[config.mk]
export PLATFORM = sky130hd
export DESIGN_NAME = warmer_thermostat_alarm_core
export DESIGN_NICKNAME = d
export VERILOG_FILES = /design/src/hw/rtl/wta_pkg.sv /design/src/hw/rtl/wta_cfg_regs.sv /design/src/hw/rtl/wta_tick_logic.sv /design/src/hw/rtl/warmer_thermostat_alarm_core.sv
export SDC_FILE = /design/constraint.sdc
export NUM_CORES = 1
export LEC_CHECK = 0
export ABC_AREA = 1
export ABC_CLOCK_PERIOD_IN_PS = 10850
export CAP_MARGIN = 10
export CORE_MARGIN = 3
export CORE_UTILIZATION = 65
export DETAILED_ROUTE_END_ITERATION = 7
export DONT_BUFFER_PORTS = 1
export PLACE_DENSITY = 0.81
export SETUP_SLACK_MARGIN = 0.3
export SYNTH_ARGS = -nofsm -noshare
export SYNTH_HDL_FRONTEND = slang
export SYNTH_SLANG_ARGS = --single-unit
[constraint.sdc]
create_clock -name clk -period 10.85 [get_ports clk]
set_input_delay 1.085 -clock clk [delete_from_list [all_inputs] [get_ports clk]]
set_output_delay 1.085 -clock clk [all_outputs]
set_load 0.01 [all_outputs]
[src/hw/rtl/wta_pkg.sv]
// Shared types, constants and field widths of the warmer thermostat/alarm block.
// No dependencies; imported by every module of the block.
`timescale 1ns / 1ps

package wta_pkg;

  // Raw sensor field width and the width that holds a saturated reading
  localparam int TEMP_BITS = 18;
  localparam int TEMP_W    = 18;
  localparam int SAT_EXT_W = (TEMP_BITS > TEMP_W) ? TEMP_BITS : TEMP_W;

  localparam int CFG_W  = 13;
  localparam int HOLD_W = 12;
  localparam int DIV_W  = 4;

  localparam int NUM_CFG = 8;
  localparam int CFG_AW  = $clog2(NUM_CFG) + 2;
  localparam int APB_DW  = 32;

  localparam int IN_FIELD_W  = 2 * TEMP_BITS + 4;
  localparam int IN_TDATA_W  = ((IN_FIELD_W + 7) / 8) * 8;
  localparam int OUT_FIELD_W = 9 + 2 * CFG_W;
  localparam int OUT_TDATA_W = ((OUT_FIELD_W + 7) / 8) * 8;

  // Temperatures in 0.01 C
  localparam int TEMP_LOW        = -20000;
  localparam int TEMP_HIGH       = 85000;
  localparam int SENSOR_MAX      = 5000;
  localparam int SKIN_HIGH_CLASS = 3735;
  localparam int LOW_MARGIN      = 100;
  localparam int HEAT_OFF_MARGIN = 20;
  localparam int HEAT_ON_MARGIN  = 30;
  localparam int EDIT_STEP       = 10;
  localparam int SETPOINT_RESET  = 3650;

  // Register reset values
  localparam int RST_PREHEAT_TARGET   = 3000;
  localparam int RST_SKIN_ALARM_HIGH  = 3720;
  localparam int RST_AIR_ALARM_HIGH   = 3900;
  localparam int RST_SETPOINT_CEILING = 3720;
  localparam int RST_SETPOINT_FLOOR   = 3200;
  localparam int RST_SILENCE_SHORT    = 600;
  localparam int RST_SILENCE_LONG     = 1500;
  localparam int RST_UPDATE_DIVIDER   = 2;

  typedef enum logic [$clog2(NUM_CFG)-1:0] {
    REG_PREHEAT_TARGET,
    REG_SKIN_ALARM_HIGH,
    REG_AIR_ALARM_HIGH,
    REG_SETPOINT_CEILING,
    REG_SETPOINT_FLOOR,
    REG_SILENCE_SHORT,
    REG_SILENCE_LONG,
    REG_UPDATE_DIVIDER
  } cfg_idx_t;

  typedef enum logic [1:0] {
    ALARM_NONE,
    ALARM_SKIN_HIGH,
    ALARM_SKIN_LOW,
    ALARM_AIR_HIGH
  } alarm_kind_t;

  typedef struct packed {
    logic [CFG_W-1:0]  preheat_target;
    logic [CFG_W-1:0]  skin_alarm_high;
    logic [CFG_W-1:0]  air_alarm_high;
    logic [CFG_W-1:0]  setpoint_ceiling;
    logic [CFG_W-1:0]  setpoint_floor;
    logic [HOLD_W-1:0] silence_short;
    logic [HOLD_W-1:0] silence_long;
    logic [DIV_W-1:0]  update_divider;
  } cfg_t;

  typedef struct packed {
    logic signed [TEMP_BITS-1:0] skin_temp;
    logic signed [TEMP_BITS-1:0] air_temp;
    logic                        stop_btn;
    logic                        up_btn;
    logic                        down_btn;
    logic                        set_btn;
  } item_t;

  typedef struct packed {
    logic              heater_on;
    logic              buzzer_on;
    alarm_kind_t       alarm_kind;
    logic              skin_fail;
    logic              air_fail;
    logic              editing;
    logic [CFG_W-1:0]  active_setpoint;
    logic [CFG_W-1:0]  edit_setpoint;
    logic              preheating;
    logic              update_tick;
  } result_t;

endpackage

[src/hw/rtl/wta_cfg_regs.sv]
// APB-style configuration register file of the warmer thermostat/alarm block.
// Depends on wta_pkg for the register map and the cfg_t bundle.
`timescale 1ns / 1ps

module wta_cfg_regs (
  input  logic                      clk,
  input  logic                      rst_n,
  input  logic                      psel,
  input  logic                      penable,
  input  logic                      pwrite,
  input  logic [wta_pkg::CFG_AW-1:0] paddr,
  input  logic [wta_pkg::APB_DW-1:0] pwdata,
  output logic [wta_pkg::APB_DW-1:0] prdata,
  output wta_pkg::cfg_t             cfg
);
  import wta_pkg::*;

  cfg_t     cfg_r;
  cfg_idx_t idx;
  logic     wr_en;

  assign idx   = cfg_idx_t'(paddr[CFG_AW-1:2]);
  assign wr_en = psel && penable && pwrite;
  assign cfg   = cfg_r;

  always_ff @(posedge clk) begin
    if (!rst_n) begin
      cfg_r.preheat_target   <= CFG_W'(RST_PREHEAT_TARGET);
      cfg_r.skin_alarm_high  <= CFG_W'(RST_SKIN_ALARM_HIGH);
      cfg_r.air_alarm_high   <= CFG_W'(RST_AIR_ALARM_HIGH);
      cfg_r.setpoint_ceiling <= CFG_W'(RST_SETPOINT_CEILING);
      cfg_r.setpoint_floor   <= CFG_W'(RST_SETPOINT_FLOOR);
      cfg_r.silence_short    <= HOLD_W'(RST_SILENCE_SHORT);
      cfg_r.silence_long     <= HOLD_W'(RST_SILENCE_LONG);
      cfg_r.update_divider   <= DIV_W'(RST_UPDATE_DIVIDER);
    end else if (wr_en) begin
      unique case (idx)
        REG_PREHEAT_TARGET:   cfg_r.preheat_target   <= pwdata[CFG_W-1:0];
        REG_SKIN_ALARM_HIGH:  cfg_r.skin_alarm_high  <= pwdata[CFG_W-1:0];
        REG_AIR_ALARM_HIGH:   cfg_r.air_alarm_high   <= pwdata[CFG_W-1:0];
        REG_SETPOINT_CEILING: cfg_r.setpoint_ceiling <= pwdata[CFG_W-1:0];
        REG_SETPOINT_FLOOR:   cfg_r.setpoint_floor   <= pwdata[CFG_W-1:0];
        REG_SILENCE_SHORT:    cfg_r.silence_short    <= pwdata[HOLD_W-1:0];
        REG_SILENCE_LONG:     cfg_r.silence_long     <= pwdata[HOLD_W-1:0];
        REG_UPDATE_DIVIDER:   cfg_r.update_divider   <= pwdata[DIV_W-1:0];
        default: ;
      endcase
    end
  end

  always_comb begin
    prdata = '0;
    unique case (idx)
      REG_PREHEAT_TARGET:   prdata = APB_DW'(cfg_r.preheat_target);
      REG_SKIN_ALARM_HIGH:  prdata = APB_DW'(cfg_r.skin_alarm_high);
      REG_AIR_ALARM_HIGH:   prdata = APB_DW'(cfg_r.air_alarm_high);
      REG_SETPOINT_CEILING: prdata = APB_DW'(cfg_r.setpoint_ceiling);
      REG_SETPOINT_FLOOR:   prdata = APB_DW'(cfg_r.setpoint_floor);
      REG_SILENCE_SHORT:    prdata = APB_DW'(cfg_r.silence_short);
      REG_SILENCE_LONG:     prdata = APB_DW'(cfg_r.silence_long);
      REG_UPDATE_DIVIDER:   prdata = APB_DW'(cfg_r.update_divider);
      default:              prdata = '0;
    endcase
  end

endmodule

[src/hw/rtl/wta_tick_logic.sv]
// Per-tick controller state and update logic: preheat, setpoint edit, alarm,
// silence hold-off, heater hysteresis and buzzer. Depends on wta_pkg.
`timescale 1ns / 1ps

module wta_tick_logic (
  input  logic             clk,
  input  logic             rst_n,
  input  logic             step,
  input  wta_pkg::item_t   item,
  input  wta_pkg::cfg_t    cfg,
  output wta_pkg::result_t result
);
  import wta_pkg::*;

  localparam logic signed [TEMP_W-1:0] ZERO_S       = '0;
  localparam logic signed [TEMP_W-1:0] SENSOR_MAX_S = TEMP_W'(SENSOR_MAX);
  localparam logic signed [TEMP_W-1:0] SKIN_CLASS_S = TEMP_W'(SKIN_HIGH_CLASS);
  localparam logic signed [TEMP_W-1:0] LOW_MARGIN_S = TEMP_W'(LOW_MARGIN);
  localparam logic signed [TEMP_W-1:0] OFF_MARGIN_S = TEMP_W'(HEAT_OFF_MARGIN);
  localparam logic signed [TEMP_W-1:0] ON_MARGIN_S  = TEMP_W'(HEAT_ON_MARGIN);
  localparam logic [HOLD_W-1:0]        HOLD_MAX     = '1;

  function automatic logic signed [TEMP_W-1:0] sat_temp(
    input logic signed [TEMP_BITS-1:0] raw
  );
    logic signed [SAT_EXT_W-1:0] ext;
    logic signed [SAT_EXT_W-1:0] lo;
    logic signed [SAT_EXT_W-1:0] hi;
    ext = SAT_EXT_W'(raw);
    lo  = SAT_EXT_W'(TEMP_LOW);
    hi  = SAT_EXT_W'(TEMP_HIGH);
    if (ext < lo) ext = lo;
    if (ext > hi) ext = hi;
    return TEMP_W'(ext);
  endfunction

  function automatic logic signed [TEMP_W-1:0] to_s(input logic [CFG_W-1:0] v);
    return $signed({{(TEMP_W-CFG_W){1'b0}}, v});
  endfunction

  // state
  logic [CFG_W-1:0]  sp_now_r, sp_now_nxt;
  logic [CFG_W-1:0]  sp_draft_r, sp_draft_nxt;
  logic              edit_r, edit_nxt;
  logic              preheat_done_r, preheat_done_nxt;
  logic              pending_r, pending_nxt;
  logic              sil_req_r, sil_req_nxt;
  logic              hold_act_r, hold_act_nxt;
  logic [HOLD_W-1:0] hold_cnt_r, hold_cnt_nxt;
  logic              reached_r, reached_nxt;
  logic [3:0]        btn_prev_r, btn_prev_nxt;
  logic              heater_r, heater_nxt;
  logic              phase_r, phase_nxt;
  logic [DIV_W-1:0]  div_cnt_r, div_cnt_nxt;
  alarm_kind_t       class_r, class_nxt;

  logic signed [TEMP_W-1:0] skin, air, sp_s, sp_lo;
  logic [3:0]               btn, rise;
  logic [DIV_W-1:0]         div_eff, div_inc;
  logic                     upd, skin_fail, air_fail, fail, cond;
  logic [CFG_W:0]           up_sum, floor_pad;
  logic [HOLD_W-1:0]        limit;

  always_comb begin
    skin      = sat_temp(item.skin_temp);
    air       = sat_temp(item.air_temp);
    btn       = {item.set_btn, item.down_btn, item.up_btn, item.stop_btn};
    rise      = btn & ~btn_prev_r;
    div_eff   = (cfg.update_divider == '0) ? DIV_W'(1) : cfg.update_divider;
    skin_fail = (skin <= ZERO_S) || (skin >= SENSOR_MAX_S);
    air_fail  = (air <= ZERO_S) || (air >= SENSOR_MAX_S);
    fail      = skin_fail || air_fail;

    sp_now_nxt       = sp_now_r;
    sp_draft_nxt     = sp_draft_r;
    edit_nxt         = edit_r;
    preheat_done_nxt = preheat_done_r;
    pending_nxt      = pending_r;
    sil_req_nxt      = sil_req_r;
    hold_act_nxt     = hold_act_r;
    hold_cnt_nxt     = hold_cnt_r;
    reached_nxt      = reached_r;
    heater_nxt       = heater_r;
    phase_nxt        = phase_r;
    class_nxt        = class_r;
    btn_prev_nxt     = btn;

    div_inc = div_cnt_r + DIV_W'(1);
    upd     = (div_inc >= div_eff);
    div_cnt_nxt = upd ? '0 : div_inc;

    up_sum    = '0;
    floor_pad = '0;
    sp_s      = '0;
    sp_lo     = '0;
    cond      = 1'b0;
    limit     = '0;

    if (!preheat_done_r) begin
      if (upd) begin
        if (skin >= to_s(cfg.preheat_target)) begin
          heater_nxt       = 1'b0;
          preheat_done_nxt = 1'b1;
        end else begin
          heater_nxt = !fail;
        end
      end
    end else begin
      // button edges
      if (rise[0]) sil_req_nxt = 1'b1;
      if (rise[1] && edit_r) begin
        up_sum = {1'b0, sp_draft_nxt} + (CFG_W+1)'(EDIT_STEP);
        sp_draft_nxt = (up_sum >= {1'b0, cfg.setpoint_ceiling}) ?
                       cfg.setpoint_ceiling : up_sum[CFG_W-1:0];
      end
      if (rise[2] && edit_r) begin
        floor_pad = {1'b0, cfg.setpoint_floor} + (CFG_W+1)'(EDIT_STEP);
        sp_draft_nxt = ({1'b0, sp_draft_nxt} <= floor_pad) ?
                       cfg.setpoint_floor : sp_draft_nxt - CFG_W'(EDIT_STEP);
      end
      if (rise[3]) begin
        edit_nxt = !edit_r;
        if (edit_r) sp_now_nxt = sp_draft_nxt;
      end
      sp_s  = to_s(sp_now_nxt);
      sp_lo = sp_s - LOW_MARGIN_S;

      // hold-off counter
      if (hold_act_r && (hold_cnt_r != HOLD_MAX)) hold_cnt_nxt = hold_cnt_r + HOLD_W'(1);

      // alarm
      cond = (skin > to_s(cfg.skin_alarm_high)) || (skin < sp_lo) ||
             (air > to_s(cfg.air_alarm_high));
      if (cond) begin
        priority if (skin > SKIN_CLASS_S)             class_nxt = ALARM_SKIN_HIGH;
        else if (skin < sp_lo)                        class_nxt = ALARM_SKIN_LOW;
        else if (air > to_s(cfg.air_alarm_high))      class_nxt = ALARM_AIR_HIGH;
        else                                          class_nxt = ALARM_NONE;
        if (!hold_act_r) pending_nxt = 1'b1;
        if (sil_req_nxt && !hold_act_r) begin
          hold_act_nxt = 1'b1;
          hold_cnt_nxt = '0;
          sil_req_nxt  = 1'b0;
          pending_nxt  = 1'b0;
        end
      end else begin
        class_nxt    = ALARM_NONE;
        pending_nxt  = 1'b0;
        hold_act_nxt = 1'b0;
        hold_cnt_nxt = '0;
      end

      // hold-off expiry
      limit = reached_r ? cfg.silence_short : cfg.silence_long;
      if (hold_cnt_nxt >= limit) begin
        hold_act_nxt = 1'b0;
        hold_cnt_nxt = '0;
      end
      if (!reached_r && (skin >= sp_s)) reached_nxt = 1'b1;

      // heater and buzzer
      if (fail) begin
        heater_nxt = 1'b0;
      end else if (upd) begin
        if (pending_nxt) phase_nxt = !phase_r;
        if (skin >= sp_s - OFF_MARGIN_S)     heater_nxt = 1'b0;
        else if (skin <= sp_s - ON_MARGIN_S) heater_nxt = 1'b1;
        if (air >= to_s(cfg.air_alarm_high)) heater_nxt = 1'b0;
      end
    end

    result.heater_on       = heater_nxt;
    result.buzzer_on       = pending_nxt && phase_nxt;
    result.alarm_kind      = class_nxt;
    result.skin_fail       = skin_fail;
    result.air_fail        = air_fail;
    result.editing         = edit_nxt;
    result.active_setpoint = sp_now_nxt;
    result.edit_setpoint   = sp_draft_nxt;
    result.preheating      = !preheat_done_nxt;
    result.update_tick     = upd;
  end

  always_ff @(posedge clk) begin
    if (!rst_n) begin
      sp_now_r       <= CFG_W'(SETPOINT_RESET);
      sp_draft_r     <= CFG_W'(SETPOINT_RESET);
      edit_r         <= 1'b0;
      preheat_done_r <= 1'b0;
      pending_r      <= 1'b0;
      sil_req_r      <= 1'b0;
      hold_act_r     <= 1'b0;
      hold_cnt_r     <= '0;
      reached_r      <= 1'b0;
      btn_prev_r     <= '0;
      heater_r       <= 1'b0;
      phase_r        <= 1'b0;
      div_cnt_r      <= '0;
      class_r        <= ALARM_NONE;
    end else if (step) begin
      sp_now_r       <= sp_now_nxt;
      sp_draft_r     <= sp_draft_nxt;
      edit_r         <= edit_nxt;
      preheat_done_r <= preheat_done_nxt;
      pending_r      <= pending_nxt;
      sil_req_r      <= sil_req_nxt;
      hold_act_r     <= hold_act_nxt;
      hold_cnt_r     <= hold_cnt_nxt;
      reached_r      <= reached_nxt;
      btn_prev_r     <= btn_prev_nxt;
      heater_r       <= heater_nxt;
      phase_r        <= phase_nxt;
      div_cnt_r      <= div_cnt_nxt;
      class_r        <= class_nxt;
    end
  end

endmodule

[src/hw/rtl/warmer_thermostat_alarm_core.sv]
// Top level of the warmer thermostat/alarm block: stream ports, input and
// result registers, APB configuration. Depends on wta_pkg, wta_cfg_regs, wta_tick_logic.
`timescale 1ns / 1ps

// One input transaction is one 200 ms tick: skin and air readings (signed, 0.01 C,
// saturated in the block) plus four raw button levels. Each tick yields exactly one
// result transaction with heater and buzzer drive, alarm kind, sensor-fail
// flags, edit state, both setpoints, the preheat flag and the update-tick
// flag. Rate: one transaction per clock sustained while the output is not stalled;
// out_tvalid rises once the input register has captured the tick and the tick
// update has then loaded the result register; a stalled output can hold the tick
// in the input register in between. The tick update is one pass of combinational
// logic over the controller state, so ticks follow back to back; a stalled output
// fills the result register, then the input register, and then stalls the input.
// Configuration registers live at byte address 4*index on the APB port and
// must only be written while no transaction is in flight.

module warmer_thermostat_alarm_core (
  input  logic                           clk,
  input  logic                           rst_n,
  // tdata fields, low bit up: skin_temp, air_temp, stop_btn, up_btn,
  // down_btn, set_btn
  input  logic                           in_tvalid,
  output logic                           in_tready,
  input  logic [wta_pkg::IN_TDATA_W-1:0]  in_tdata,
  // tdata fields, low bit up: heater_on, buzzer_on, alarm_kind, skin_fail,
  // air_fail, editing, active_setpoint, edit_setpoint, preheating,
  // update_tick, zero pad
  output logic                           out_tvalid,
  input  logic                           out_tready,
  output logic [wta_pkg::OUT_TDATA_W-1:0] out_tdata,
  // configuration
  input  logic                           cfg_psel,
  input  logic                           cfg_penable,
  input  logic                           cfg_pwrite,
  input  logic [wta_pkg::CFG_AW-1:0]      cfg_paddr,
  input  logic [wta_pkg::APB_DW-1:0]      cfg_pwdata,
  output logic [wta_pkg::APB_DW-1:0]      cfg_prdata,
  output logic                           cfg_pready
);
  import wta_pkg::*;

  cfg_t    cfg;
  item_t   in_item;
  item_t   s1_item_r;
  logic    s1_valid_r;
  logic    step_fire;
  result_t step_result;
  result_t out_result_r;
  logic    out_valid_r;

  assign cfg_pready = 1'b1;

  wta_cfg_regs u_cfg (
    .clk     (clk),
    .rst_n   (rst_n),
    .psel    (cfg_psel),
    .penable (cfg_penable),
    .pwrite  (cfg_pwrite),
    .paddr   (cfg_paddr),
    .pwdata  (cfg_pwdata),
    .prdata  (cfg_prdata),
    .cfg     (cfg)
  );

  // unpack input transaction
  assign in_item.skin_temp = $signed(in_tdata[TEMP_BITS-1:0]);
  assign in_item.air_temp  = $signed(in_tdata[2*TEMP_BITS-1:TEMP_BITS]);
  assign in_item.stop_btn  = in_tdata[2*TEMP_BITS];
  assign in_item.up_btn    = in_tdata[2*TEMP_BITS+1];
  assign in_item.down_btn  = in_tdata[2*TEMP_BITS+2];
  assign in_item.set_btn   = in_tdata[2*TEMP_BITS+3];

  // tick advances from the input register whenever the result register is
  // free or being drained this cycle
  assign step_fire = s1_valid_r && (!out_valid_r || out_tready);
  assign in_tready = !s1_valid_r || step_fire;

  always_ff @(posedge clk) begin
    if (!rst_n) begin
      s1_valid_r <= 1'b0;
    end else if (in_tready) begin
      s1_valid_r <= in_tvalid;
    end
  end

  always_ff @(posedge clk) begin
    if (in_tvalid && in_tready) s1_item_r <= in_item;
  end

  wta_tick_logic u_tick (
    .clk    (clk),
    .rst_n  (rst_n),
    .step   (step_fire),
    .item   (s1_item_r),
    .cfg    (cfg),
    .result (step_result)
  );

  // result register
  always_ff @(posedge clk) begin
    if (!rst_n) begin
      out_valid_r <= 1'b0;
    end else if (step_fire) begin
      out_valid_r <= 1'b1;
    end else if (out_tready) begin
      out_valid_r <= 1'b0;
    end
  end

  always_ff @(posedge clk) begin
    if (step_fire) out_result_r <= step_result;
  end

  assign out_tvalid = out_valid_r;
  assign out_tdata  = {{(OUT_TDATA_W-OUT_FIELD_W){1'b0}},
                       out_result_r.update_tick,
                       out_result_r.preheating,
                       out_result_r.edit_setpoint,
                       out_result_r.active_setpoint,
                       out_result_r.editing,
                       out_result_r.air_fail,
                       out_result_r.skin_fail,
                       out_result_r.alarm_kind,
                       out_result_r.buzzer_on,
                       out_result_r.heater_on};

  // preheat never raises an alarm
  a_preheat_quiet: assert property (@(posedge clk) disable iff (!rst_n)
    out_valid_r && out_result_r.preheating |->
      !out_result_r.buzzer_on && (out_result_r.alarm_kind == ALARM_NONE))
    else $error("alarm output during preheat");

  // a failed sensor forces the heater off once preheat is over
  a_fail_heater_off: assert property (@(posedge clk) disable iff (!rst_n)
    out_valid_r && !out_result_r.preheating &&
      (out_result_r.skin_fail || out_result_r.air_fail) |-> !out_result_r.heater_on)
    else $error("heater on with failed sensor");

  // outside edit mode the draft equals the committed setpoint
  a_commit: assert property (@(posedge clk) disable iff (!rst_n)
    out_valid_r && !out_result_r.editing |->
      (out_result_r.active_setpoint == out_result_r.edit_setpoint))
    else $error("draft differs from committed setpoint outside edit mode");

endmodule

==> impl_results.md, run 1 <==
- Io pins: 159
- Post-route minimum period: ~9.9 ns
- Core area: around 0.023 mm²
- Die X: between 150 and 200 µm
- Mean area per synthesized cell: ~7.5 µm²
- Netlist cell types: 61
- DR DRC count: 0
- Worst reg2reg endpoint: u_tick.hold_cnt_r[10]
- WL/cell: roughly 19 µm
- # port buffers: 0
- Synthesized instance count: 2015
- First-pass GRT wire length: ~67 mm
- Nets: 2238
- Layout overhead on the synthesized area: 8.26%
- CP startpoint: u_tick.sp_draft_r[2]
- Fmax: 101 MHz
- Crit. End Element: flop
- Worst-path clk slew: 0.07 ns
- Buffers & Inverters on Critical Path: 9
- Reg-to-Reg Start: u_tick.sp_draft_r[2]
- R2R Setup Slk: 0.92 ns
- Top delay family on crit path: simple AND/OR/NAND/NOR gates
- Largest net degree at the start of global routing: between 100 and 150
- Violated checks: max-capacitance violations
- Min-Delay Path Class: flop to flop
- Pwr Density: 128 mW/mm²
- Kind of critical path: flop to flop
- Layout Skew: approximately 0.015 ns
- Post-Place Worst Slack: around 0.35 ns
- Peak fanout along the critical path: 10
- Cts hold-fix bufs: 0
- Endpoints failing setup: 0
- Static Leak: 7.17 nW
- Hold Path Stages: 2
- CTS buffer count: 25
- R2R depth: 64
- CP arrival: between 10 and 15 ns
- Clock root buffer: clkbuf_16
- Final slew viol count: 0
- Routability cong.: slightly below 1
- Hold Slack: between 0.4 and 0.5 ns
- CP Capture Point: u_tick.hold_cnt_r[10]
- Setup TNS: 0 ns
- Post-synth top area share: 0.200
- FILL cells: roughly 1800
- Outcome: finished with violations
- Top cell by count, worst path: nand2_1
- Layout cell share with drive strength beyond 1: 0.0834
- Measured slew at the worst slew-check pin: around 1.5 ns
- Worst VDD drop: ~0.13 mV
- Max stage delay on crit path: 0.39 ns
- Worst slew margin: 0.0121
- Most numerous cell in the Yosys netlist: nand2_1
- Top post-synthesis cells by area: dfxtp_1 (20%), edfxtp_1 (15%), ha_1 (12%)
- DRT antenna net count: 0
- Sequential share of the synthesized area: 0.348
- Post-DP HPWL: approximately 32 mm
- H-Tree Depth: 1
- Iteration-0 DRC Markers: roughly 1500
- Clk Latency, worst-skew pair: roughly 0.53 ns
- Initial core utilization: 0.665
- Routed wire length: about 43 mm
- Pre-antenna DRT Iters: 6
- Async SR Flop Fraction: 0
- Final hold vios: 0
- CP required: approximately 11 ns
- Grt ovf: 0
- Vias in the first global route: approximately 13000
- Synth Cell Area: 0.0151 mm²
- Synth area leader: dfxtp_1
- RSZ-0062 raised after global routing: no
- Top cells by count, synth: nand2_1 (343), inv_1 (266), a21oi_1 (201)
- Row Count: 55
- Worst path slowest cell: a2111oi_2
- Vias per cell: slightly above 6
- Number of antenna diodes: 0
- Gr usage total: 0.336
- Max Cap Viol: 1
- Clock buffer depth: 3
- Synthesis Warnings: 0
- Die height: 159 µm
- Util after Layout: 0.720
- CTS tree: yes
- Synth Flop Type: dfxtp_1
- Crit share post-route: 0.915
- Number of synthesized register bits: 226
- DR vias: 14147
- Number of cells on the critical path: 64
- Die Area: 0.0252 mm²
- Critical Path Source Type: flop
- Setup ws final: slightly above 0.9 ns
- EDFF count, synth: 75
- Clk sinks: roughly 230
- Initial antenna violation count: 0
-- area by class of cell --
class | instances | area (µm²) | area share
clock buffers | 31 | 689 | 0.0421
clock inverters | 14 | 114 | 0.00695
inverters | 281 | 1060 | 0.0645
multi-input cells | 1443 | 8620 | 0.526
flip-flops and latches | 226 | 5280 | 0.322
well taps | 313 | 392 | 0.0239
repair buffers | 31 | 233 | 0.0142
-- kinds of logic (layout without fill, tap and decap cells) --
| kind of cell | Yosys count | count (layout) | synth area share |
|---|---|---|---|
| and+or+nand+nor | 708 | 709 | 0.206 |
| DFF | 226 | 226 | 0.348 |
| other | 2 | 25 | 0.000496 |
| buffers and inverters | 370 | 357 | 0.100 |
| AOI/OAI and AO/OA | 515 | 515 | 0.196 |
| muxes | 1 | 1 | 0.000661 |
| adders and majority gates | 146 | 146 | 0.121 |
| xor gates and xnor gates | 47 | 47 | 0.0272 |
-- stage by stage --
stage	total power, mW	cells	cell area [µm²]
2_1_floorplan	1.18	2038	15200
3_3_place_gp	1.25	2280	15300
3_5_place_dp	1.26	2280	15300
4_1_cts	2.08	2325	16100
5_1_grt	2.18	2339	16400
6_report	2.10	2339	16400
-- metal layers --
layer	GRT usage	vias to the layer above	share of wire
met1	0.430	6503	0.40
met4	0.155	0	0.055
met5	0	-	0
met3	0.0590	154	0.087
met2	0.554	696	0.46
li1	-	6794	-
-- layout by cell type (no fill, tap or decap), types with 4 or more instances in the layout --
cell type and n:
conb_1 25, o21ai_0 161, inv_1 264, nor3_1 29, nand3b_1 5, o21ai_2 5
nand2_1 339, nor4_1 6, clkbuf_16 26, a221oi_1 4, inv_2 14, nor3_2 4
o21ai_4 6, nand4_1 33, nand3_2 7, edfxtp_1 75, a21oi_1 199, a31oi_1 7
or2_2 13, o22ai_1 26, a211oi_1 7, nand2_2 12, clkinv_1 4, ha_1 143
nand3_1 72, nor2_2 4, xnor2_1 6, o211ai_1 47, o21a_1 5, o21ai_1 11
or2_1 4, xor2_1 40, nor2_1 159, dfxtp_1 149, nor2_4 7, clkinv_2 4
o221ai_1 5, buf_4 31
-- worst register-to-register path: cells and delay by family (launching register included) --
kind / cells / cell delay [ns]
and+or+nand+nor: 30 / 3.64
DFF: 1 / 0.37
xor gates and xnor gates: 3 / 0.59
adders and majority gates: 5 / 1.44
buffers and inverters: 9 / 0.96
AOI/OAI and AO/OA: 17 / 2.86
-- registers in the layout, summed over array words and instances, names as in the netlist --
register / cells
u_tick.hold_act_r: 1
u_tick.sp_now_r: 13
s1_item_r: 40
u_tick.hold_cnt_r: 12
out_tvalid: 1
u_tick.div_cnt_r: 4
u_tick.preheat_done_r: 1
u_tick.pending_r: 1
u_tick.btn_prev_r: 4
s1_valid_r: 1
u_tick.edit_r: 1
u_tick.heater_r: 1
u_tick.sil_req_r: 1
u_tick.class_r: 2
u_tick.sp_draft_r: 13
u_tick.reached_r: 1
u_tick.phase_r: 1
out_tdata: 35
u_cfg.cfg: 93
-- worst min-delay path by stage --
stage                                       to  slack [ns]                  from
final                     u_tick.btn_prev_r[0]        0.45  u_tick.btn_prev_r[0]
after CTS                 u_tick.btn_prev_r[0]        0.46  u_tick.btn_prev_r[0]
after detailed placement  u_tick.btn_prev_r[0]        0.45  u_tick.btn_prev_r[0]
after global placement    u_tick.btn_prev_r[0]        0.44  u_tick.btn_prev_r[0]
after floorplan           u_tick.btn_prev_r[0]        0.43  u_tick.btn_prev_r[0]
after global routing      u_tick.btn_prev_r[0]        0.47  u_tick.btn_prev_r[0]
-- where the power goes --
group	leakage [nW]	total [mW]	internal, mW	switching [mW]
logic	4.84	0.342	0.113	0.229
registers	1.93	0.921	0.902	0.0192
clock network	0.393	0.835	0.477	0.358
total	7.17	2.10	1.49	0.606
-- timing repair --
action                                  4_1_cts  5_1_grt
buffers inserted                              0       12
pin swaps                                     0       19
resized for setup                             1       42
gates cloned                                  0        2
endpoints found under the setup margin       10       13
(Power assumes the default switching activity.)
==> inputs of run 2 (changes only) <==
CAP_MARGIN = default   (was 10)
CELL_PAD_IN_SITES_DETAIL_PLACEMENT = 1   (was default)
CELL_PAD_IN_SITES_GLOBAL_PLACEMENT = 1   (was default)
CORE_UTILIZATION = 48   (was 65)
PLACE_DENSITY = default   (was 0.81)
PLACE_DENSITY_LB_ADDON = 0.1   (was default)
==> impl_results.md, run 2 (synthesis results as in run 1) <==
- DRT antenna net count: 0
- Worst-path clk slew: around 0.060 ns
- Post-DP HPWL: 39.0 mm
- # port buffers: 0
- Layout cell share with drive strength beyond 1: 0.0949
- Critical Path Source Type: flop
- CP required: about 11 ns
- Setup ws final: between 1 and 1.5 ns
- WL/cell: approximately 21 µm
- Outcome: finished, final reports clean
- Hold Slack: around 0.47 ns
- Peak fanout along the critical path: 14
- DR vias: between 10000 and 15000
- Setup TNS: 0 ns
- Worst slew margin: 0.178
- Post-Place Worst Slack: ~0.26 ns
- Kind of critical path: flop to flop
- Gr usage total: 0.293
- First-pass GRT wire length: 78.0 mm
- Endpoints failing setup: 0
- Internal: approximately 1.5 mW
- Layout overhead on the synthesized area: 10.3%
- Cts hold-fix bufs: 0
- Commonest non-fill, non-tap cell in the layout: nand2_1
- Crit. End Element: flop
- Vias in the first global route: 13947
- Hold_sp: u_tick.sil_req_r
- Initial antenna violation count: 0
- Clk sinks: 226
- H-Tree Depth: 1
- P_sw: roughly 0.63 mW
- Worst VDD drop: 0.127 mV
- Clock buffer depth: 3
- Final slew viol count: 0
- Grt ovf: 0
- Initial core utilization: 0.491
- Max Cap Viol: 0
- Pwr Density: about 130 mW/mm²
- Total power: ~2.1 mW
- Core area: 0.0308 mm²
- Die height: around 180 µm
- DR DRC count: 0
- Routed wire length: 51.6 mm
- Die Area: 0.0337 mm²
- Routability cong.: 0.924
- CTS buffer count: 26
- Comb pwr share: 0.169
- Final hold vios: 0
- Vias per cell: 5.84
- Io pins: about 160
- Crit share post-route: 0.905
- Max FFs per register: slightly above 90
- Static Leak: between 7 and 8 nW
- Min-Delay Path Class: flop to flop
- Post-DP Area: about 0.015 mm²
- Pre-antenna DRT Iters: 8
- Fmax: 102 MHz
- Number of antenna diodes: 0
- Worst path slowest cell: dfxtp_4
- Reg-to-Reg Start: u_tick.sp_draft_r[1]
- Row Count: 64
- FILL cells: 3881
- Nets: between 2000 and 2500
- Clk pwr share: 0.400
- Finished Cell Area: 0.0167 mm²
- Most frequent cells in the layout: nand2_1 (334), inv_1 (263), a21oi_1 (197)
- Measured slew at the worst slew-check pin: 1.23 ns
- CTS tree: yes
- Clock root buffer: clkbuf_16
- Switching share of power: 0.293
- Max stage delay on crit path: approximately 0.38 ns
- Iteration-0 DRC Markers: ~900
- RSZ-0062 raised after global routing: no
- Die X: between 150 and 200 µm
- Clk Latency, worst-skew pair: 0.56 ns
- Layout Skew: between 0.02 and 0.03 ns
- Largest net degree at the start of global routing: ~110
- CP startpoint: u_tick.sp_draft_r[1]
- Post-route minimum period: between 9 and 10 ns
- CP arrival: around 10 ns
- Top cell by count, worst path: inv_1
- Seq pwr share: 0.431
run 2: changes by cell type in the layout (fill, tap and decap cells not counted), sizes merged:
| cell | change |
|---|---|
| inv | -1 |
| clkbuf | +4 |
| clkinvlp | +1 |
| clkinv | -2 |
| buf | +16 |
| nand2 | -1 |
| bufinv | +1 |
run 2: power by group through the flow:
stage | clock [mW] | sequential [mW] | combinational (mW)
after floorplan | 0 | 0.933 | 0.251
after global placement | 0 | 0.938 | 0.317
after detailed placement | 0 | 0.940 | 0.335
after CTS | 0.869 | 0.922 | 0.338
after global routing | 0.899 | 0.924 | 0.406
final | 0.856 | 0.922 | 0.361
run 2: final timing paths:
path                            cells after the start  slack [ns]                    end
worst max-delay path                               64        1.03  u_tick.hold_cnt_r[10]
worst min-delay path                                2        0.47       u_tick.sil_req_r
worst max register to register                     64        1.03  u_tick.hold_cnt_r[10]
worst min register to register                      2        0.47       u_tick.sil_req_r
run 2: layout make-up:
cell class,count,area (µm²),share of cell area
Clock inverter,13,133,0.00794
Sequential cell,226,5280,0.316
Tap cell,396,495,0.0297
Clock buffer,35,684,0.0410
Inverter,281,1060,0.0635
Timing Repair Buffer,47,360,0.0216
Multi-Input combinational cell,1442,8680,0.520
run 2: per-layer routing:
layer | track usage | up-vias | share of wire
met2 | 0.519 | 413 | 0.49
li1 | - | 6816 | -
met5 | 0 | - | 0
met4 | 0.0881 | 0 | 0.035
met3 | 0.0382 | 102 | 0.054
met1 | 0.374 | 6919 | 0.42
run 2: critical path: cells and delay by family (launching register included):
kind / cells / cell delay [ns]
AND/OR/NAND/NOR: 28 / 3.23
AO/OA/AOI/OAI: 17 / 2.90
adder cells (fa/ha/maj): 5 / 1.39
buffers and inverters: 11 / 1.19
XOR/XNOR: 3 / 0.61
flip-flops: 1 / 0.38
run 2: through the flow:
step / utilization / instances
floorplan: - / 2038
global placement: 0.499 / 2363
CTS: 0.526 / 2411
finish: 0.542 / 2440
global route: 0.542 / 2440
detailed placement: 0.499 / 2363
run 2: timing repair:
action                                  in CTS  in global routing
pin swaps                                    0                 26
hold endpoints to repair                     0                  0
cloned                                       0                  1
resized for setup                            2                 65
buffers inserted                             0                 28
endpoints found under the setup margin      12                 13
==> inputs of run 3 (changes only) <==
RECOVER_POWER = 100   (was default)
==> impl_results.md, run 3 (synthesis results as in run 1) <==
- Outcome: finished with violations
- Violated checks: max-capacitance violations, max-slew violations
- Iteration-0 DRC Markers: 940
- Vias in the first global route: approximately 14000
- # port buffers: 0
- Hold_sp: u_tick.sil_req_r
- Number of antenna diodes: 0
- Worst VDD drop: between 0.1 and 0.15 mV
- Largest net degree at the start of global routing: approximately 110
- Grt ovf: 0
- R2R Setup Slk: 0.87 ns
- Clock root buffer: clkbuf_16
- RSZ-0062 raised after global routing: no
- Peak fanout along the critical path: 14
- Crit share post-route: 0.920
- H-Tree Depth: 1
- DRT antenna net count: 0
- Layout Skew: between 0.02 and 0.03 ns
- Kind of critical path: flop to flop
- Die Area: between 0.03 and 0.04 mm²
- Io pins: between 150 and 200
- Die X: about 180 µm
- Max Cap Viol: 4
- CP startpoint: u_tick.sp_draft_r[1]
- Pwr Density: 128 mW/mm²
- Setup TNS: 0 ns
- CTS tree: yes
- Commonest non-fill, non-tap cell in the layout: nand2_1
- Min-Delay Path Class: flop to flop
- Max FFs per register: 93
- Layout cell share with drive strength beyond 1: 0.0841
- First-pass GRT wire length: around 78 mm
- Static Leak: between 7 and 8 nW
- Routed wire length: 51.6 mm
- Initial core utilization: 0.491
- CTS buffer count: 26
- Buffers & Inverters on Critical Path: 8
- Worst path slowest cell: o21ai_0
- Vias per cell: about 5.9
- Core area: about 0.031 mm²
- Clk Latency, worst-skew pair: roughly 0.56 ns
- Die height: ~180 µm
- Cts hold-fix bufs: 0
- Worst-path clk slew: about 0.06 ns
- Top delay family on crit path: simple AND/OR/NAND/NOR gates
- DR vias: 14274
- Pre-antenna DRT Iters: 6
- DR DRC count: 0
- Hold Path Stages: 2
- Worst reg2reg endpoint: u_tick.hold_cnt_r[10]
- CP required: around 11 ns
- Row Count: 64
- Clock buffer depth: 3
- Critical Path Source Type: flop
- Nets: approximately 2300
- Most frequent cells in the layout: nand2_1 (337), inv_1 (265), a21oi_1 (198)
- Fmax: about 100 MHz
- Crit. End Element: flop
- R2R depth: 61
- Final hold vios: 0
- Initial antenna violation count: 0
- Endpoints failing setup: 0
- Gr usage total: 0.293
- CP arrival: ~10 ns
- Clk sinks: 226
- Final slew viol count: 162
- Layout overhead on the synthesized area: 9.77%
- Max stage delay on crit path: between 0.5 and 0.6 ns
- WL/cell: around 21 µm
- Worst hold endpoint: u_tick.sil_req_r
- Routability cong.: 0.924
- Reg-to-Reg Start: u_tick.sp_draft_r[1]
- Post-DP HPWL: roughly 39 mm
- Worst slew margin: -0.698
- Post-route minimum period: between 9 and 10 ns
- Util after Layout: 0.539
- Measured slew at the worst slew-check pin: 2.55 ns
[run 3: cell types whose count changed in the layout (fill, tap and decap cells not counted), moves of 2 or more]
cell,before,now
inv_2,15,13
inv_1,263,265
nand3_2,9,7
o21ai_2,6,4
o21ai_0,162,164
nand3_1,71,73
nand2_1,334,337
clkbuf_4,0,2
clkbuf_1,9,18
nand2_2,15,12
buf_4,45,34
[run 3: area by class of cell]
cell class,count,area (µm²)
multi-input combinational,1442,8640
sequential,226,5280
timing repair buffer,47,327
inverter,281,1060
tap,396,495
clock inverter,13,133
clock buffer,35,684
fill,3890,14200
[run 3: what timing repair did]
action                     4_1_cts  5_1_grt
buffers inserted                 0       28
cloned                           0        1
setup endpoints to repair       12       13
resized for setup                2       65
pin swaps                        0       26
[run 3: through the flow]
stage | area [µm²] | instances | total power, mW | worst slack (ns) | hold WS (ns)
after floorplan | 15200 | 2038 | 1.18 | 2.14 | 0.430
after global placement | 15400 | 2363 | 1.25 | 0.510 | 0.440
after detailed placement | 15400 | 2363 | 1.27 | 0.258 | 0.467
after CTS | 16200 | 2411 | 2.13 | 0.361 | 0.476
after global routing | 16600 | 2440 | 2.23 | 0.0737 | 0.503
final | 16600 | 2440 | 2.14 | 0.866 | 0.471
[run 3: how the worst max path moves through the flow]
stage                                 end  slack, ns  cells after the start
floorplan           u_tick.hold_cnt_r[10]       2.14                     68
global placement    u_tick.hold_cnt_r[10]       0.51                     65
detailed placement  u_tick.hold_cnt_r[10]       0.26                     65
CTS                 u_tick.hold_cnt_r[10]       0.36                     71
global route        u_tick.hold_cnt_r[10]       0.07                     69
finish              u_tick.hold_cnt_r[10]       0.87                     61
[run 3: layer usage]
metal | wire length, µm | GRT usage | up-vias | part of all wire
met1 | 21700 | 0.374 | 6958 | 0.42
li1 | - | - | 6812 | -
met3 | 2790 | 0.0382 | 107 | 0.054
met5 | 0 | 0 | - | 0
met4 | 1760 | 0.0881 | 0 | 0.034
met2 | 25400 | 0.519 | 397 | 0.49
[run 3: worst register-to-register path: cells and delay by family, from the launching register on]
| kind | cells | cell delay [ns] |
|---|---|---|
| adder cells (fa/ha/maj) | 5 | 1.39 |
| AO/OA/AOI/OAI | 16 | 3.01 |
| buffers and inverters | 8 | 1.00 |
| AND/OR/NAND/NOR | 30 | 3.65 |
| flip-flops | 1 | 0.38 |
| XOR/XNOR | 2 | 0.47 |
[run 3: power breakdown]
group / internal (mW) / switching, mW / total [mW]
sequential: 0.902 / 0.0198 / 0.922
clock: 0.491 / 0.364 / 0.855
combinational: 0.118 / 0.240 / 0.358
